### config.mk
export PLATFORM = sky130hd
export DESIGN_NAME = rtte_ctrl
export DESIGN_NICKNAME = d
export VERILOG_FILES = /design/src/rtl/rtte_pkg.sv /design/src/rtl/rtte_ctrl.sv
export SDC_FILE = /design/constraint.sdc
export NUM_CORES = 1
export LEC_CHECK = 0
export BUFFER_PORTS_ARGS = -buffer_cell sky130_fd_sc_hd__clkbuf_2
export CAP_MARGIN = 10
export CORE_AREA = 4 4 45 47
export CTS_CLUSTER_SIZE = 40
export DETAILED_ROUTE_END_ITERATION = 10
export DIE_AREA = 0 0 49 51
export HOLD_SLACK_MARGIN = 0.02
export PLACE_DENSITY = 0.78
export SLEW_MARGIN = 20
export SYNTH_ARGS = -nofsm -noshare
export SYNTH_HDL_FRONTEND = slang
export SYNTH_SLANG_ARGS = --single-unit
### constraint.sdc
create_clock -name aclk -period 2.4 [get_ports aclk]
set_clock_uncertainty 0.1 [all_clocks]
set_input_delay 0.24 -clock aclk [delete_from_list [all_inputs] [get_ports aclk]]
set_output_delay 0.24 -clock aclk [all_outputs]
set_load 0.01 [all_outputs]
### src/rtl/rtte_pkg.sv
// Shared types, constants and helpers of the adaptive RTT estimator.
package rtte_pkg;

    localparam int WINDOW_DEPTH_DEF = 10;
    localparam int TIME_WIDTH_DEF   = 40;

    localparam int GAIN_W  = 17;
    localparam int WSIZE_W = 4;
    localparam int THETA_W = 11;
    localparam int INIT_W  = 40;
    localparam int CFG_AW  = 6;
    localparam int CFG_DW  = 64;

    localparam logic [GAIN_W-1:0]  ONE_Q16     = 17'd65536;
    localparam logic [GAIN_W-1:0]  ALPHA_RESET = 17'd8192;
    localparam logic [GAIN_W-1:0]  BETA_RESET  = 17'd16384;
    localparam logic [WSIZE_W-1:0] WSIZE_RESET = 4'd4;
    localparam logic [THETA_W-1:0] THETA_RESET = 11'd512;
    localparam logic [INIT_W-1:0]  INIT_RESET  = 40'd1000000000;

    typedef enum logic [2:0] {
        REG_ALPHA,
        REG_BETA,
        REG_ADAPT,
        REG_CLAMP,
        REG_WSIZE,
        REG_THETA,
        REG_INIT
    } reg_idx_t;

    typedef enum logic [3:0] {
        ST_IDLE,
        ST_DECIDE,
        ST_KDIV,
        ST_KGAIN,
        ST_WRITE,
        ST_SUM,
        ST_MSTART,
        ST_MDIV,
        ST_THR,
        ST_PICK,
        ST_MULS,
        ST_MULV,
        ST_UPDATE,
        ST_DONE
    } state_t;

    typedef struct packed {
        logic [GAIN_W-1:0]  alpha;
        logic [GAIN_W-1:0]  beta;
        logic               adapt;
        logic               clamp;
        logic [WSIZE_W-1:0] wsize;
        logic [THETA_W-1:0] theta;
        logic [INIT_W-1:0]  init;
    } cfg_t;

    typedef struct packed {
        logic load;
        logic decide;
        logic kdiv_start;
        logic div_step;
        logic k_latch;
        logic win_write;
        logic sum_step;
        logic mdiv_start;
        logic thr_mul;
        logic pick;
        logic mul_s;
        logic mul_v;
        logic update;
        logic out_load;
    } cmd_t;

    typedef struct packed {
        logic mode;
        logic have;
        logic adapt;
        logic clamp;
        logic fill_lt2;
        logic sum_last;
        logic out_free;
    } sts_t;

    function automatic logic [2:0] gain_shift(input logic [GAIN_W-1:0] g);
        logic [2:0] s;
        s = 3'd0;
        for (int i = 5; i >= 1; i--) begin
            if (g == (ONE_Q16 >> i)) begin
                s = 3'(i);
            end
        end
        return s;
    endfunction

    function automatic logic [GAIN_W-1:0] gain_sat(input logic [GAIN_W-1:0] g);
        return (g > ONE_Q16) ? ONE_Q16 : g;
    endfunction

endpackage

### src/rtl/rtte_ctrl.sv
// Sequencer of the RTT estimator: walks one request through its steps.
module rtte_ctrl #(
    parameter int TIME_WIDTH = rtte_pkg::TIME_WIDTH_DEF
) (
    input  logic            aclk,
    input  logic            aresetn,
    input  logic            s_tvalid,
    output logic            s_tready,
    input  rtte_pkg::sts_t  sts,
    output rtte_pkg::cmd_t  cmd
);
    import rtte_pkg::*;

    localparam int NW = TIME_WIDTH + 16;
    localparam int CW = $clog2(NW + 1);

    state_t          state_reg, state_next;
    logic [CW-1:0]   cnt_reg, cnt_next;
    logic            div_last;

    assign div_last = (cnt_reg == CW'(NW - 1));

    always_ff @(posedge aclk) begin
        if (!aresetn) begin
            state_reg <= ST_IDLE;
            cnt_reg   <= '0;
        end else begin
            state_reg <= state_next;
            cnt_reg   <= cnt_next;
        end
    end

    always_comb begin
        state_next = state_reg;
        cnt_next   = cnt_reg;
        cmd        = '0;
        s_tready   = 1'b0;
        case (state_reg)
            ST_IDLE: begin
                s_tready = 1'b1;
                if (s_tvalid) begin
                    cmd.load   = 1'b1;
                    state_next = ST_DECIDE;
                end
            end
            ST_DECIDE: begin
                cmd.decide = 1'b1;
                cnt_next   = '0;
                if (sts.mode || !sts.have) begin
                    state_next = ST_DONE;
                end else if (sts.adapt) begin
                    cmd.kdiv_start = 1'b1;
                    state_next     = ST_KDIV;
                end else if (sts.clamp) begin
                    state_next = ST_WRITE;
                end else begin
                    state_next = ST_MULS;
                end
            end
            ST_KDIV: begin
                cmd.div_step = 1'b1;
                cnt_next     = cnt_reg + 1'b1;
                if (div_last) begin
                    state_next = ST_KGAIN;
                end
            end
            ST_KGAIN: begin
                cmd.k_latch = 1'b1;
                state_next  = sts.clamp ? ST_WRITE : ST_MULS;
            end
            ST_WRITE: begin
                cmd.win_write = 1'b1;
                state_next    = sts.fill_lt2 ? ST_MULS : ST_SUM;
            end
            ST_SUM: begin
                cmd.sum_step = 1'b1;
                if (sts.sum_last) begin
                    state_next = ST_MSTART;
                end
            end
            ST_MSTART: begin
                cmd.mdiv_start = 1'b1;
                cnt_next       = '0;
                state_next     = ST_MDIV;
            end
            ST_MDIV: begin
                cmd.div_step = 1'b1;
                cnt_next     = cnt_reg + 1'b1;
                if (div_last) begin
                    state_next = ST_THR;
                end
            end
            ST_THR: begin
                cmd.thr_mul = 1'b1;
                state_next  = ST_PICK;
            end
            ST_PICK: begin
                cmd.pick   = 1'b1;
                state_next = ST_MULS;
            end
            ST_MULS: begin
                cmd.mul_s  = 1'b1;
                state_next = ST_MULV;
            end
            ST_MULV: begin
                cmd.mul_v  = 1'b1;
                state_next = ST_UPDATE;
            end
            ST_UPDATE: begin
                cmd.update = 1'b1;
                state_next = ST_DONE;
            end
            ST_DONE: begin
                if (sts.out_free) begin
                    cmd.out_load = 1'b1;
                    state_next   = ST_IDLE;
                end
            end
            default: begin
                state_next = ST_IDLE;
            end
        endcase
    end

    a_accept_decide: assert property (@(posedge aclk) disable iff (!aresetn)
        (s_tvalid && s_tready) |=> (state_reg == ST_DECIDE))
        else $error("accepted request not decoded");
    a_load_free: assert property (@(posedge aclk) disable iff (!aresetn)
        cmd.out_load |-> sts.out_free)
        else $error("result loaded over a pending one");
    a_cnt_range: assert property (@(posedge aclk) disable iff (!aresetn)
        (state_reg == ST_KDIV || state_reg == ST_MDIV) |-> (cnt_reg < CW'(NW)))
        else $error("divide counter overrun");

endmodule

==> results.cfg <==
[clocking]
cts_inserted_buffers = 3
root_buffer = clkbuf_4
clk_pin_slew_ns = 0.07
cts.sinks = 10
htreeDepth = 1
cts_tree = yes
hold_buffers = 0
clockBufferDepth = 2
cts_setup_buffers = 0
clock_latency_ns = 0.26
cts_resized = 0

[setup_path]
cp-endpoint = cmd[11]
crit_required_ns = 2.06
criticalPathCategory = register to primary output
path_max_fanout = 19
start_kind = register
arrival_ns = 1.62
rrSetupSlack_ns = 0.50
crit_start = state_reg[3]
critical_path.max_stage_delay_ns = 0.67
r2r_end = state_reg[1]
reg2reg_from = state_reg[0]
slowest_stage = dfxtp_1
end_kind = primary output
r2r_cells = 5
path_cells = or2_1 -> nor2_1 -> and3_1 -> clkbuf_2

[detailed_routing]
drtAntennaViolNets = 0
avgRoutedWirePerCell_um = 12.41
drcViolationCount = 0
routed_wl_um = 2023
num_vias = 883
viasPerCell = 5.417
drt_iter0_drc = 17
detailedRoute.firstPassIterationCount = 4

[global_route]
grt-busiest-layer = met2
met3_usage_pct = 4.373
grt_max_degree = 20
use_met2_pct = 26.74
gr-total-overflow = 0
grt_use_total_pct = 17.28
antenna_found_initial = 0
grt_pass1_vias = 822
grt_pass1_wl_um = 3594
use_met1_pct = 24.29

[power]
netSwitchingPower_mw = 0.3941
ir_drop_uv = 655.8
powerDensity_nw_per_um2 = 898.9
power_frac_clock_pct = 17.1
cellLeakagePower_nw = 0.4511
pwr-share-seq_pct = 28.3
p_sw_share_pct = 45.33
p_int_mw = 0.4753
p_comb_share_pct = 54.6

[logic_synthesis]
synthTopCellsByArea = dfxtp_1 25%, nor2_1 11%, nor3_1 6.1%
yosys_warnings = 0
netlist_area_um2 = 815.8
ys_seq_elements = 10
netlist_instances = 125
synth_cell_types = 38
ys_seq_area_share_pct = 24.54
synth_edf_count = 0
avgSynthCellArea_um2 = 6.526
synth-async-reset-ratio_pct = 0
synthesis.nets = 136
synthFlopType = dfxtp_1
synth_top_cell_area_share_pct = 24.54
yosys.area.top_type = dfxtp_1

[die]
boundaryPins = 25
dieArea_um2 = 2499
die-height_um = 51
core_area_um2 = 1652
rows = 15
start_util_pct = 49.39
dieWidth_um = 49

[sta]
maxSlewViolCount = 0
hold_viol = 0
final.period_utilization_pct = 81.62
worst_pin_slew_ns = 0.5529
tns_ns = 0
fmax_mhz = 510.5
setup_viol = 0
rsz0062_at_grt = no
relSlewSlack_pct = 63.09
finalCriticalPeriod_ns = 1.959

[job]
timing.max_cap.violations = 0

[placed_design]
portBuffers = 24
gp_congestion = 0.8663
hpwl_um = 1508
dp_cells = 159

[finish]
fillers = 158
largest_reg_flops = 6
drive_above_1_share_pct = 21.92
multiInputGateArea_um2 = 559.3
stdcell_count = 163
diodes = 0
area_growth_pct = 18.56
nets = 158
layout_common_cells = 24 x nor2_1, 24 x clkbuf_2, 11 x nand2_1
regArea_um2 = 200.2

[hold_path]
min_from = sts[1]
holdCritPathClass = input port to register

[run_status]
outcome = finished clean
[synthesized netlist by cell type, drive strengths merged (2+ instances only)]
library cell	count
nor2	24
nand2	11
dfxtp	10
nor3	10
o21ai	10
a21oi	8
buf	5
nor2b	5
clkbuf	4
inv	4
a21boi	3
nand2b	3
and2	2
and3	2
nand3	2
nand3b	2
nand4	2
o221a	2
or2	2
or3	2
[layer usage]
metal | up-vias | part of all wire (%)
met4 | 0 | 0.74
li1 | 479 | -
met1 | 373 | 53
met2 | 29 | 40
met3 | 2 | 6.0
met5 | - | 0
[stage by stage]
| step | cell area, um2 | hold WS, ns | total power [mW] | worst slack (ns) | utilization, % |
|---|---|---|---|---|---|
| 5_1_grt | 967.2 | 0.2562 | 0.9440 | 0.3074 | 58.56 |
| 4_1_cts | 967.2 | 0.2047 | 0.8659 | 0.4489 | 58.56 |
| 6_report | 967.2 | 0.2128 | 0.8694 | 0.4411 | 58.56 |
| 3_5_place_dp | 930.9 | 0.3552 | 0.7140 | 0.5680 | 56.36 |
| 3_3_place_gp | 930.9 | 0.3508 | 0.7112 | 0.5769 | 56.36 |
| 2_1_floorplan | 815.8 | 0.3231 | 0.6028 | 0.7513 | - |
[power groups by stage]
stage	logic, mW	registers (mW)	clock network, mW
5_1_grt	0.531	0.251	0.162
3_3_place_gp	0.466	0.245	0
4_1_cts	0.470	0.242	0.153
6_report	0.475	0.246	0.149
2_1_floorplan	0.395	0.208	0
3_5_place_dp	0.467	0.247	0
[worst min path at each step]
stage	to	slack (ns)	depth (start not counted)
2_1_floorplan	cnt_reg[5]	0.32	1
3_3_place_gp	cnt_reg[5]	0.35	1
3_5_place_dp	cnt_reg[5]	0.36	1
4_1_cts	state_reg[0]	0.20	4
5_1_grt	state_reg[3]	0.26	2
6_report	state_reg[0]	0.21	4
[critical path, delay by kind of cell, from the launching register on]
family	cells	cell delay (ns)
buffers and inverters	1	0.12
DFF	1	0.67
and+or+nand+nor	3	0.56
[area by class of cell]
cell class / instances / area share, %
clock buffer: 4 / 3.752
inverter: 4 / 1.552
multi-input combinational: 102 / 57.83
sequential: 10 / 20.70
tap: 17 / 2.199
timing repair buffer: 26 / 13.97
[cells by family (layout without fill, tap and decap cells)]
family	after synthesis	after routing	synth area share, %
XOR/XNOR	2	2	2.148
flip-flops	10	10	24.54
AO/OA/AOI/OAI	31	31	24.39
AND/OR/NAND/NOR	68	68	40.49
adder cells (fa/ha/maj)	1	1	1.533
buffers and inverters	13	34	6.900
Note: power is estimated with default switching activity, not from simulation.
